==> src/hw/rtl/pjqs_pkg.sv <==
`timescale 1ns / 1ps
// Shared types and codes for the print job queue scheduler.
package pjqs_pkg;

	// Request codes carried by req_type
	typedef enum logic [2:0] {
		REQ_ENQ    = 3'd0,
		REQ_DEQ    = 3'd1,
		REQ_PEEK   = 3'd2,
		REQ_CANCEL = 3'd3,
		REQ_TICK   = 3'd4
	} req_t;

	// Result status codes
	typedef enum logic [2:0] {
		ST_OK        = 3'd0,
		ST_EMPTY     = 3'd1,
		ST_FULL      = 3'd2,
		ST_NOT_FOUND = 3'd3,
		ST_ALREADY   = 3'd4,
		ST_DROPPED   = 3'd5
	} st_t;

	// Job states kept per queue entry
	typedef enum logic [1:0] {
		JS_QUEUED    = 2'd0,
		JS_PRINTING  = 2'd1,
		JS_COMPLETED = 2'd2,
		JS_CANCELLED = 2'd3
	} js_t;

	// One queue entry as stored in the job memory
	typedef struct packed {
		logic [15:0] id;
		logic [11:0] pages;
		logic [7:0]  copies;
		js_t         state;
	} entry_t;

	// Controller states
	typedef enum logic [2:0] {
		FSM_IDLE,
		FSM_DECODE,
		FSM_HEAD,
		FSM_SCAN,
		FSM_PUSH
	} fsm_t;

	// Datapath operations issued by the controller
	typedef enum logic [3:0] {
		OP_NONE,
		OP_CAPTURE,
		OP_ENQ,
		OP_FULL,
		OP_EMPTY,
		OP_MISS,
		OP_IGNORE,
		OP_HEAD,
		OP_SCAN_START,
		OP_SCAN,
		OP_PUSH
	} op_t;

	typedef struct packed {
		op_t op;
	} cmd_t;

	typedef struct packed {
		logic [2:0] req;
		logic       empty;
		logic       full;
		logic       scan_hit;
		logic       scan_end;
		logic       out_free;
	} sts_t;

endpackage

==> src/hw/rtl/pjqs_ram.sv <==
`timescale 1ns / 1ps
// Generic single-write, single-read RAM with registered read data.
module pjqs_ram #(
	parameter int WIDTH = 8,
	parameter int DEPTH = 16
) (
	input  logic                     clk,
	input  logic                     we,
	input  logic [$clog2(DEPTH)-1:0] waddr,
	input  logic [WIDTH-1:0]         wdata,
	input  logic [$clog2(DEPTH)-1:0] raddr,
	output logic [WIDTH-1:0]         rdata
);

	logic [WIDTH-1:0] mem_q [DEPTH];
	logic [WIDTH-1:0] rdata_q;

	// Write port
	always_ff @(posedge clk) begin
		if (we) begin
			mem_q[waddr] <= wdata;
		end
	end

	// Registered read port
	always_ff @(posedge clk) begin
		rdata_q <= mem_q[raddr];
	end

	assign rdata = rdata_q;

endmodule

==> src/hw/rtl/pjqs_ctrl.sv <==
`timescale 1ns / 1ps
// Controller state machine that sequences each request through the datapath.
module pjqs_ctrl (
	input  logic            clk,
	input  logic            arst_n,
	input  logic            in_valid,
	output logic            in_stall,
	input  pjqs_pkg::sts_t  sts,
	output pjqs_pkg::cmd_t  cmd
);

	pjqs_pkg::fsm_t state_q;
	pjqs_pkg::fsm_t state_d;

	// State register
	always_ff @(posedge clk or negedge arst_n) begin
		if (!arst_n) begin
			state_q <= pjqs_pkg::FSM_IDLE;
		end else begin
			state_q <= state_d;
		end
	end

	// Next state and datapath commands
	always_comb begin
		state_d  = state_q;
		cmd.op   = pjqs_pkg::OP_NONE;
		in_stall = 1'b1;
		unique case (state_q)
			pjqs_pkg::FSM_IDLE: begin
				in_stall = 1'b0;
				if (in_valid) begin
					cmd.op  = pjqs_pkg::OP_CAPTURE;
					state_d = pjqs_pkg::FSM_DECODE;
				end
			end
			pjqs_pkg::FSM_DECODE: begin
				state_d = pjqs_pkg::FSM_PUSH;
				unique case (sts.req)
					pjqs_pkg::REQ_ENQ: begin
						cmd.op = sts.full ? pjqs_pkg::OP_FULL : pjqs_pkg::OP_ENQ;
					end
					pjqs_pkg::REQ_DEQ, pjqs_pkg::REQ_PEEK, pjqs_pkg::REQ_TICK: begin
						// head read is issued this cycle
						if (sts.empty) begin
							cmd.op = pjqs_pkg::OP_EMPTY;
						end else begin
							state_d = pjqs_pkg::FSM_HEAD;
						end
					end
					pjqs_pkg::REQ_CANCEL: begin
						if (sts.empty) begin
							cmd.op = pjqs_pkg::OP_MISS;
						end else begin
							cmd.op  = pjqs_pkg::OP_SCAN_START;
							state_d = pjqs_pkg::FSM_SCAN;
						end
					end
					default: begin
						cmd.op = pjqs_pkg::OP_IGNORE;
					end
				endcase
			end
			pjqs_pkg::FSM_HEAD: begin
				cmd.op  = pjqs_pkg::OP_HEAD;
				state_d = pjqs_pkg::FSM_PUSH;
			end
			pjqs_pkg::FSM_SCAN: begin
				cmd.op = pjqs_pkg::OP_SCAN;
				if (sts.scan_hit || sts.scan_end) begin
					state_d = pjqs_pkg::FSM_PUSH;
				end
			end
			pjqs_pkg::FSM_PUSH: begin
				// hold the result until the output register frees up
				if (sts.out_free) begin
					cmd.op  = pjqs_pkg::OP_PUSH;
					state_d = pjqs_pkg::FSM_IDLE;
				end
			end
			default: begin
				state_d = pjqs_pkg::FSM_IDLE;
			end
		endcase
	end

endmodule

==> src/hw/rtl/pjqs_dp.sv <==
`timescale 1ns / 1ps
// Datapath: job memory, ring pointers, print counters, scan pipeline and output register.
module pjqs_dp #(
	parameter int QUEUE_DEPTH = 16
) (
	input  logic           clk,
	input  logic           arst_n,
	input  pjqs_pkg::cmd_t cmd,
	output pjqs_pkg::sts_t sts,
	input  logic [2:0]     req_type,
	input  logic [11:0]    page_count,
	input  logic [7:0]     copy_count,
	input  logic [15:0]    target_id,
	output logic           out_valid,
	input  logic           out_stall,
	output logic [2:0]     status,
	output logic [15:0]    job_id,
	output logic [11:0]    job_pages,
	output logic [7:0]     job_copies,
	output logic [1:0]     job_status,
	output logic           page_printed,
	output logic           job_done,
	output logic [31:0]    completed_total,
	output logic [31:0]    pages_total
);

	localparam int PW = $clog2(QUEUE_DEPTH);
	localparam int OW = $clog2(QUEUE_DEPTH + 1);
	localparam int EW = $bits(pjqs_pkg::entry_t);
	localparam logic [PW-1:0] LAST_PTR = PW'(QUEUE_DEPTH - 1);
	localparam logic [OW-1:0] FULL_OCC = OW'(QUEUE_DEPTH);

	function automatic logic [PW-1:0] ring_next(input logic [PW-1:0] p);
		return (p == LAST_PTR) ? '0 : p + 1'b1;
	endfunction

	// Control state
	logic [PW-1:0] head_q;
	logic [PW-1:0] tail_q;
	logic [OW-1:0] occ_q;
	logic [15:0]   next_id_q;
	logic [7:0]    copy_idx_q;
	logic [11:0]   pages_left_q;
	logic [31:0]   done_q;
	logic [31:0]   printed_q;
	logic [PW-1:0] iss_ptr_q;
	logic [OW-1:0] iss_cnt_q;
	logic [OW-1:0] cmp_cnt_q;
	logic          rv_s1;
	logic          out_valid_q;

	// Payload registers
	logic [2:0]          req_q;
	logic [11:0]         page_q;
	logic [7:0]          copies_q;
	logic [15:0]         target_q;
	logic [PW-1:0]       rp_s1;
	pjqs_pkg::st_t       res_status_q;
	pjqs_pkg::entry_t    res_entry_q;
	logic                res_page_q;
	logic                res_done_q;
	logic [2:0]          out_status_q;
	pjqs_pkg::entry_t    out_entry_q;
	logic                out_page_q;
	logic                out_done_q;
	logic [31:0]         out_done_cnt_q;
	logic [31:0]         out_page_cnt_q;

	// Memory port signals
	logic             ram_we;
	logic [PW-1:0]    ram_waddr;
	pjqs_pkg::entry_t ram_wdata;
	logic [PW-1:0]    ram_raddr;
	logic [EW-1:0]    ram_rdata;
	pjqs_pkg::entry_t e;

	// Tick arithmetic
	logic        fresh;
	logic [11:0] pl0;
	logic [11:0] pl1;
	logic [11:0] pl2;
	logic [7:0]  ci0;
	logic [7:0]  ci1;
	logic        finish;

	// Scan compare
	logic hit;
	logic scan_end;

	// Result and update controls
	logic             res_ld;
	pjqs_pkg::st_t    res_status;
	pjqs_pkg::entry_t res_entry;
	logic             res_page;
	logic             res_done;
	logic             do_push;
	logic             do_pop;
	logic             do_fin;
	logic             do_page;

	assign e = pjqs_pkg::entry_t'(ram_rdata);

	// Read the scan pointer while searching, the head otherwise
	assign ram_raddr = (cmd.op == pjqs_pkg::OP_SCAN) ? iss_ptr_q : head_q;

	pjqs_ram #(
		.WIDTH (EW),
		.DEPTH (QUEUE_DEPTH)
	) u_ram (
		.clk   (clk),
		.we    (ram_we),
		.waddr (ram_waddr),
		.wdata (ram_wdata),
		.raddr (ram_raddr),
		.rdata (ram_rdata)
	);

	// Work out one print tick on the head entry
	always_comb begin
		fresh  = (e.state != pjqs_pkg::JS_PRINTING);
		pl0    = fresh ? e.pages : pages_left_q;
		ci0    = fresh ? ((e.pages == 12'd0) ? e.copies : 8'd0) : copy_idx_q;
		finish = (ci0 >= e.copies);
		pl1    = (pl0 != 12'd0) ? pl0 - 12'd1 : pl0;
		ci1    = ci0;
		pl2    = pl1;
		if (pl1 == 12'd0) begin
			ci1 = ci0 + 8'd1;
			if (ci1 < e.copies) begin
				pl2 = e.pages;
			end
		end
	end

	// Compare the entry returned by the scan read
	assign hit      = rv_s1 && (e.id == target_q);
	assign scan_end = rv_s1 && !hit && ((cmp_cnt_q + 1'b1) == occ_q);

	// Decode the command into memory writes, results and updates
	always_comb begin
		ram_we     = 1'b0;
		ram_waddr  = tail_q;
		ram_wdata  = '{id: next_id_q, pages: page_q, copies: copies_q,
			state: pjqs_pkg::JS_QUEUED};
		res_ld     = 1'b0;
		res_status = pjqs_pkg::ST_OK;
		res_entry  = '0;
		res_page   = 1'b0;
		res_done   = 1'b0;
		do_push    = 1'b0;
		do_pop     = 1'b0;
		do_fin     = 1'b0;
		do_page    = 1'b0;
		unique case (cmd.op)
			pjqs_pkg::OP_ENQ: begin
				ram_we    = 1'b1;
				res_ld    = 1'b1;
				res_entry = ram_wdata;
				do_push   = 1'b1;
			end
			pjqs_pkg::OP_FULL: begin
				res_ld     = 1'b1;
				res_status = pjqs_pkg::ST_FULL;
			end
			pjqs_pkg::OP_EMPTY: begin
				res_ld     = 1'b1;
				res_status = pjqs_pkg::ST_EMPTY;
			end
			pjqs_pkg::OP_MISS: begin
				res_ld     = 1'b1;
				res_status = pjqs_pkg::ST_NOT_FOUND;
			end
			pjqs_pkg::OP_IGNORE: begin
				res_ld = 1'b1;
			end
			pjqs_pkg::OP_HEAD: begin
				res_ld    = 1'b1;
				res_entry = e;
				if (req_q == pjqs_pkg::REQ_DEQ) begin
					do_pop = 1'b1;
				end else if (req_q == pjqs_pkg::REQ_TICK) begin
					if (e.state == pjqs_pkg::JS_CANCELLED) begin
						res_status = pjqs_pkg::ST_DROPPED;
						do_pop     = 1'b1;
					end else begin
						ram_we          = 1'b1;
						ram_waddr       = head_q;
						ram_wdata       = e;
						ram_wdata.state = finish ? pjqs_pkg::JS_COMPLETED
							: pjqs_pkg::JS_PRINTING;
						res_entry       = ram_wdata;
						res_done        = finish;
						res_page        = !finish;
						do_pop          = finish;
						do_fin          = finish;
						do_page         = !finish;
					end
				end
			end
			pjqs_pkg::OP_SCAN: begin
				if (hit) begin
					res_ld    = 1'b1;
					res_entry = e;
					if (e.state == pjqs_pkg::JS_COMPLETED) begin
						res_status = pjqs_pkg::ST_ALREADY;
					end else begin
						ram_we          = 1'b1;
						ram_waddr       = rp_s1;
						ram_wdata       = e;
						ram_wdata.state = pjqs_pkg::JS_CANCELLED;
						res_entry       = ram_wdata;
					end
				end else if (scan_end) begin
					res_ld     = 1'b1;
					res_status = pjqs_pkg::ST_NOT_FOUND;
				end
			end
			default: begin
			end
		endcase
	end

	// Control registers
	always_ff @(posedge clk or negedge arst_n) begin
		if (!arst_n) begin
			head_q       <= '0;
			tail_q       <= '0;
			occ_q        <= '0;
			next_id_q    <= 16'd1;
			copy_idx_q   <= '0;
			pages_left_q <= '0;
			done_q       <= '0;
			printed_q    <= '0;
			iss_ptr_q    <= '0;
			iss_cnt_q    <= '0;
			cmp_cnt_q    <= '0;
			rv_s1        <= 1'b0;
			out_valid_q  <= 1'b0;
		end else begin
			// advance the tail on enqueue
			if (do_push) begin
				tail_q    <= ring_next(tail_q);
				next_id_q <= next_id_q + 16'd1;
				occ_q     <= occ_q + 1'b1;
			end
			// drop the head
			if (do_pop) begin
				head_q <= ring_next(head_q);
				occ_q  <= occ_q - 1'b1;
			end
			if (do_fin) begin
				pages_left_q <= pl0;
				copy_idx_q   <= ci0;
				done_q       <= done_q + 32'd1;
			end
			if (do_page) begin
				pages_left_q <= pl2;
				copy_idx_q   <= ci1;
				printed_q    <= printed_q + 32'd1;
			end
			// scan pipeline: issue one read a cycle, count compares
			if (cmd.op == pjqs_pkg::OP_SCAN_START) begin
				iss_ptr_q <= head_q;
				iss_cnt_q <= '0;
				cmp_cnt_q <= '0;
				rv_s1     <= 1'b0;
			end else if (cmd.op == pjqs_pkg::OP_SCAN) begin
				if (iss_cnt_q < occ_q) begin
					rv_s1     <= 1'b1;
					iss_ptr_q <= ring_next(iss_ptr_q);
					iss_cnt_q <= iss_cnt_q + 1'b1;
				end else begin
					rv_s1 <= 1'b0;
				end
				if (rv_s1) begin
					cmp_cnt_q <= cmp_cnt_q + 1'b1;
				end
			end
			// output register valid
			if (cmd.op == pjqs_pkg::OP_PUSH) begin
				out_valid_q <= 1'b1;
			end else if (!out_stall) begin
				out_valid_q <= 1'b0;
			end
		end
	end

	// Payload registers
	always_ff @(posedge clk) begin
		if (cmd.op == pjqs_pkg::OP_CAPTURE) begin
			req_q    <= req_type;
			page_q   <= page_count;
			copies_q <= copy_count;
			target_q <= target_id;
		end
		rp_s1 <= iss_ptr_q;
		if (res_ld) begin
			res_status_q <= res_status;
			res_entry_q  <= res_entry;
			res_page_q   <= res_page;
			res_done_q   <= res_done;
		end
		if (cmd.op == pjqs_pkg::OP_PUSH) begin
			out_status_q   <= res_status_q;
			out_entry_q    <= res_entry_q;
			out_page_q     <= res_page_q;
			out_done_q     <= res_done_q;
			out_done_cnt_q <= done_q;
			out_page_cnt_q <= printed_q;
		end
	end

	// Status to the controller
	always_comb begin
		sts.req      = req_q;
		sts.empty    = (occ_q == '0);
		sts.full     = (occ_q == FULL_OCC);
		sts.scan_hit = hit;
		sts.scan_end = scan_end;
		sts.out_free = !out_valid_q || !out_stall;
	end

	assign out_valid       = out_valid_q;
	assign status          = out_status_q;
	assign job_id          = out_entry_q.id;
	assign job_pages       = out_entry_q.pages;
	assign job_copies      = out_entry_q.copies;
	assign job_status      = out_entry_q.state;
	assign page_printed    = out_page_q;
	assign job_done        = out_done_q;
	assign completed_total = out_done_cnt_q;
	assign pages_total     = out_page_cnt_q;

endmodule

==> src/hw/rtl/print_job_queue_scheduler.sv <==
`timescale 1ns / 1ps
// Print job queue scheduler: a ring of QUEUE_DEPTH jobs kept in one job memory, served one
// request at a time. Enqueue, full and empty answers and unknown requests pass through the
// decode and push states; dequeue, peek and print tick also pass through the head state, since
// the head entry is read from the memory first. Cancel by id reads one entry per cycle from the
// head through the single memory read port, until the id is found or every occupied entry has
// been compared. A result waits in an output register, so the next item is taken while it is
// still held; a further result waits until the output register is free. The job memory is not
// cleared after reset; only occupied entries are ever used in a result.
module print_job_queue_scheduler #(
	parameter int QUEUE_DEPTH = 16
) (
	input  logic        clk,
	input  logic        arst_n,
	input  logic        in_valid,
	output logic        in_stall,
	input  logic [2:0]  req_type,
	input  logic [11:0] page_count,
	input  logic [7:0]  copy_count,
	input  logic [15:0] target_id,
	output logic        out_valid,
	input  logic        out_stall,
	output logic [2:0]  status,
	output logic [15:0] job_id,
	output logic [11:0] job_pages,
	output logic [7:0]  job_copies,
	output logic [1:0]  job_status,
	output logic        page_printed,
	output logic        job_done,
	output logic [31:0] completed_total,
	output logic [31:0] pages_total
);

	pjqs_pkg::cmd_t cmd;
	pjqs_pkg::sts_t sts;

	// Sequence each request
	pjqs_ctrl u_ctrl (
		.clk      (clk),
		.arst_n   (arst_n),
		.in_valid (in_valid),
		.in_stall (in_stall),
		.sts      (sts),
		.cmd      (cmd)
	);

	// Queue storage and counters
	pjqs_dp #(
		.QUEUE_DEPTH (QUEUE_DEPTH)
	) u_dp (
		.clk             (clk),
		.arst_n          (arst_n),
		.cmd             (cmd),
		.sts             (sts),
		.req_type        (req_type),
		.page_count      (page_count),
		.copy_count      (copy_count),
		.target_id       (target_id),
		.out_valid       (out_valid),
		.out_stall       (out_stall),
		.status          (status),
		.job_id          (job_id),
		.job_pages       (job_pages),
		.job_copies      (job_copies),
		.job_status      (job_status),
		.page_printed    (page_printed),
		.job_done        (job_done),
		.completed_total (completed_total),
		.pages_total     (pages_total)
	);

endmodule

==> config.mk <==
export PLATFORM = sky130hd
export DESIGN_NAME = print_job_queue_scheduler
export DESIGN_NICKNAME = d
export VERILOG_FILES = /design/src/hw/rtl/pjqs_pkg.sv /design/src/hw/rtl/pjqs_ram.sv /design/src/hw/rtl/pjqs_ctrl.sv /design/src/hw/rtl/pjqs_dp.sv /design/src/hw/rtl/print_job_queue_scheduler.sv
export SDC_FILE = /design/constraint.sdc
export NUM_CORES = 1
export LEC_CHECK = 0
export BUFFER_PORTS_ARGS = -buffer_cell sky130_fd_sc_hd__buf_2
export CAP_MARGIN = 15
export CORE_MARGIN = 2
export CORE_UTILIZATION = 40
export DETAILED_ROUTE_END_ITERATION = 16
export PLACE_DENSITY_LB_ADDON = 0.12
export SLEW_MARGIN = 20
export SYNTH_ARGS = -nofsm -noshare
export SYNTH_HDL_FRONTEND = slang
export SYNTH_HIERARCHICAL = 1
export SYNTH_SLANG_ARGS = --single-unit
export TNS_END_PERCENT = 10
==> constraint.sdc <==
create_clock -name clk -period 8.8 [get_ports clk]
set_input_delay 1.32 -clock clk [delete_from_list [all_inputs] [get_ports clk]]
set_output_delay 1.32 -clock clk [all_outputs]
set_load 0.02 [all_outputs]
==> metrics.md <==
| Metric | Value |
|---|---|
| Leakage power | 0.0150 uW |
| DIE AREA | 99,200 sq um |
| 1st-pass router iterations | 5 |
| Final design area excluding fillers | 44,400 sq um |
| DRC | 0 |
| H-tree Lvls | 3 |
| Worst-margin pin slew | 1.02 ns |
| Post-synthesis register bit count | 971 |
| HP Class | reg -> reg |
| Sequential element share of the synthesized area | 72.6% |
| Clk_skew | 0.0257 ns |
| Antenna-violating nets left | 0 |
| Fin crit period | 6.04 ns |
| Critical path type | reg -> reg |
| Setup_tns | 0 ns |
| Total number of vias | 20,800 |
| Width of the die | 315 microns |
| Max-cap viol count | 0 |
| Final hold vios | 0 |
| Largest net degree at the start of global routing | 91 |
| Placer congestion estimate | 0.816 |
| DR WL/cell | 24.4 microns |
| Row Count | 114 |
| Most used DFF post-synth | edfxtp_1 |
| Critical Path Source Type | flop |
| Warnings, synthesis | 6 |
| Remaining Overflow, GRT | 0 |
| Vias in the first global route | 21,400 |
| Mapped Cells | 2,210 |
| Fmax achieved | 165 MHz |
| CTS sink cnt | 971 |
| Postcts setup bufs | 0 |
| Core footprint | 96,300 sq um |
| Worst r2r src | u_dp/occ_q[0] |
| # IOs | 152 |
| First-pass GRT wire length | 139,000 microns |
| Headroom to the max-slew limit | 31.8% |
| DR vias/cell | 5.50 |
| Final hold slack | 0.421 ns |
| Diode count | 0 |
| DP Area | 41,100 sq um |
| Library cells used by synthesis | 82 |
| Root Buffer | clkbuf_16 |
| RSZ-0062 raised after global routing | false |
| Critical-path cell list | or4_1, nor2_1, and3_1, o211ai_1, a21oi_1, nand2b_1, nor2_2, nand2_1, nor3_2, nor2_4, nand2_1, nand2_1, nand2b_1, nor2_4, buf_4 |
| Most used cell, CP | nand2_1 |
| Syn_nets | 2,287 |
| Clk slew on worst S/H paths | 0.06 ns |
| CP top delay family | simple AND/OR/NAND/NOR gates |
| Worst Setup EP | u_dp/u_ram/mem_q[13][14] |
| CP Capture Type | flop |
| Starting Density | 40.2% |
| Max stage delay cell, worst path | nor2_4 |
| CP Max Fanout | 22 |
| Pwr per Cell Area | 296 nW/um^2 |
| GRT Util Overall | 18.8% |
| Die height | 315 microns |
| Final wirelength | 92,300 microns |
| Critical Path RT | 9.09 ns |
| Post-CTS Hold Buffers | 0 |
| CP max stage delay | 0.64 ns |
| Share of cells above drive strength 1 | 24.0% |
| Area Growth Syn to Fin | 14.8% |
| Final setup vio count | 0 |
| I/O Buffers | 151 |
| Initial antenna violation count | 1 |
| # nets final | 2,491 |
| CP Buf/Inv Count | 1 |
| Synth Cell Area | 38,700 sq um |
| Clock Tree Buf Depth | 3 |
| Status | finished clean |
| Starting DRT DRC Count | 1,597 |
| Fin crit share | 68.7% |
| Reg2Reg Setup Slack | 2.76 ns |
| Resized cells post-CTS | 0 |
| Critical Path AT | 6.33 ns |
| Slew Viols, Final | 0 |
| Reg2reg end | u_dp/u_ram/mem_q[13][14] |
| R2R depth | 15 |
| CTS buffer count | 103 |
| VDD IR max | 0.192 mV |
| Share of async-settable or async-resettable flops after synthesis | 13.6% |
| HPWL Detailed | 54,600 microns |
| Worst-Skew Late Latency | 0.66 ns |
| CP Depth | 15 |
| Post-synthesis average cell area | 17.5 sq um |
| Critical path origin | u_dp/occ_q[0] |
| Number of flops mapped to enable cells by yosys | 797 |
| CTS tree | yes |
-- layout make-up --
cell class | instances | area [sq um]
fillers | 8251 | 51900
flip-flops and latches | 971 | 28100
multi-input cells | 1104 | 10100
clock buffers | 142 | 2850
well taps | 1276 | 1600
repair buffers | 201 | 1150
clock inverters | 49 | 505
inverters | 33 | 124
-- state kept, by name, summed over array words and instances, names as in the netlist, 4 cells and up --
register / flops
u_dp/iss_ptr_q: 4
u_dp/done_q: 32
u_dp/copy_idx_q: 8
u_dp/pages_total: 32
u_dp/iss_cnt_q: 5
u_dp/printed_q: 32
u_dp/job_id: 16
u_dp/job_copies: 8
u_dp/page_q: 12
u_dp/next_id_q: 16
u_dp/u_ram/rdata: 38
u_dp/occ_q: 5
u_dp/u_ram/mem_q: 608
u_dp/completed_total: 32
u_dp/job_pages: 12
u_dp/target_q: 16
u_dp/rp_s1: 4
u_dp/tail_q: 4
u_dp/copies_q: 8
u_dp/res_entry_q: 38
u_dp/head_q: 4
u_dp/pages_left_q: 12
u_dp/cmp_cnt_q: 5
-- per-layer routing --
metal | track usage, % | wire [microns] | up-vias
met2 | 30.3 | 43600 | 563
li1 | - | - | 9181
met5 | 0 | 0 | -
met4 | 5.60 | 2210 | 0
met1 | 26.5 | 41500 | 10900
met3 | 3.09 | 4900 | 139
-- Yosys cell counts (4+ instances only) --
cell type / instances / area, sq um
a21oi_1: 39 / 195
dfrtp_1: 131 / 3280
o211ai_1: 7 / 52.6
xor2_1: 50 / 438
a21o_1: 8 / 60.1
inv_1: 32 / 120
nand2_1: 157 / 589
a22o_1: 42 / 368
o22ai_1: 4 / 25.0
nor2_1: 80 / 300
o21ai_1: 4 / 20.0
and3_1: 23 / 144
mux4_2: 152 / 3420
nor4_1: 13 / 81.3
dfxtp_1: 42 / 841
a31oi_1: 10 / 62.6
edfxtp_1: 797 / 23900
buf_1: 7 / 26.3
clkbuf_1: 45 / 169
a22oi_1: 84 / 631
a211oi_1: 4 / 30.0
nand3_1: 36 / 180
nor3_1: 28 / 140
and2_1: 7 / 43.8
xnor2_1: 72 / 631
mux2i_1: 20 / 200
mux2_2: 39 / 439
buf_2: 29 / 145
nand3b_1: 4 / 30.0
nand2b_1: 9 / 56.3
o21ai_0: 44 / 220
nand4_1: 38 / 238
nor3b_1: 5 / 37.5
buf_6: 12 / 135
buf_4: 7 / 52.6
ha_1: 33 / 413
or3_1: 7 / 43.8
and4_1: 8 / 70.1
nor2b_1: 11 / 68.8
a31o_2: 5 / 43.8
o21a_1: 6 / 45.0
-- stage by stage --
| step | std cells | setup WS [ns] | total power, uW | utilization [%] |
|---|---|---|---|---|
| after floorplan | 2210 | 1.79 | 8040 | - |
| after global placement | 3585 | 3.00 | 8970 | 42.6 |
| after detailed placement | 3585 | 2.77 | 9030 | 42.6 |
| after CTS | 3776 | 2.74 | 13400 | 46.1 |
| after global routing | 3776 | 2.30 | 13800 | 46.1 |
| final | 3776 | 2.76 | 13200 | 46.1 |
-- cells in the final DEF, fill, tap and decap left out, types with 37 or more instances in the layout --
master / n
xnor2_1: 72
xor2_1: 50
nand4_1: 38
a22oi_1: 84
nand2_1: 156
nor2_1: 65
mux2_2: 37
dfrtp_1: 131
dfxtp_1: 42
buf_2: 150
o21ai_0: 44
a21oi_1: 37
clkbuf_16: 104
buf_4: 49
mux4_2: 152
a22o_1: 42
edfxtp_1: 797
-- worst reg2reg max path, delay by kind of cell, from the launching register on --
family,cells,cell delay [ns]
buffers and inverters,1,0.56
DFF,1,0.47
and+or+nand+nor,12,4.08
AOI/OAI and AO/OA,2,0.56
-- worst min-delay path by stage --
stage                              start            endpoint  slack (ns)  cells after the start
detailed placement  u_dp/res_status_q[0]      u_dp/status[0]        0.41                      0
finish              u_dp/res_status_q[1]      u_dp/status[1]        0.42                      0
global placement     u_dp/res_entry_q[4]  u_dp/job_copies[2]        0.40                      0
global route        u_dp/res_entry_q[25]      u_dp/job_id[3]        0.42                      0
floorplan              u_dp/iss_ptr_q[3]       u_dp/rp_s1[3]        0.39                      0
CTS                 u_dp/res_status_q[0]      u_dp/status[0]        0.42                      0
-- power breakdown --
group	internal, uW	switching [uW]	total [uW]	leakage, uW
clock network	2520	1750	4280	0.00163
registers	5860	427	6290	0.00902
logic	931	1670	2600	0.00433
total	9310	3850	13200	0.0150
-- kinds of logic (layout without fill, tap and decap cells) --
kind of cell | after synthesis | after routing | synth area share (%)
AND/OR/NAND/NOR | 452 | 452 | 5.96
adder cells (fa/ha/maj) | 34 | 34 | 1.12
XOR/XNOR | 122 | 122 | 2.76
buffers and inverters | 135 | 425 | 1.76
multiplexers | 215 | 215 | 10.7
flip-flops | 971 | 971 | 72.6
AO/OA/AOI/OAI | 281 | 281 | 5.13
(Power assumes the default switching activity.)
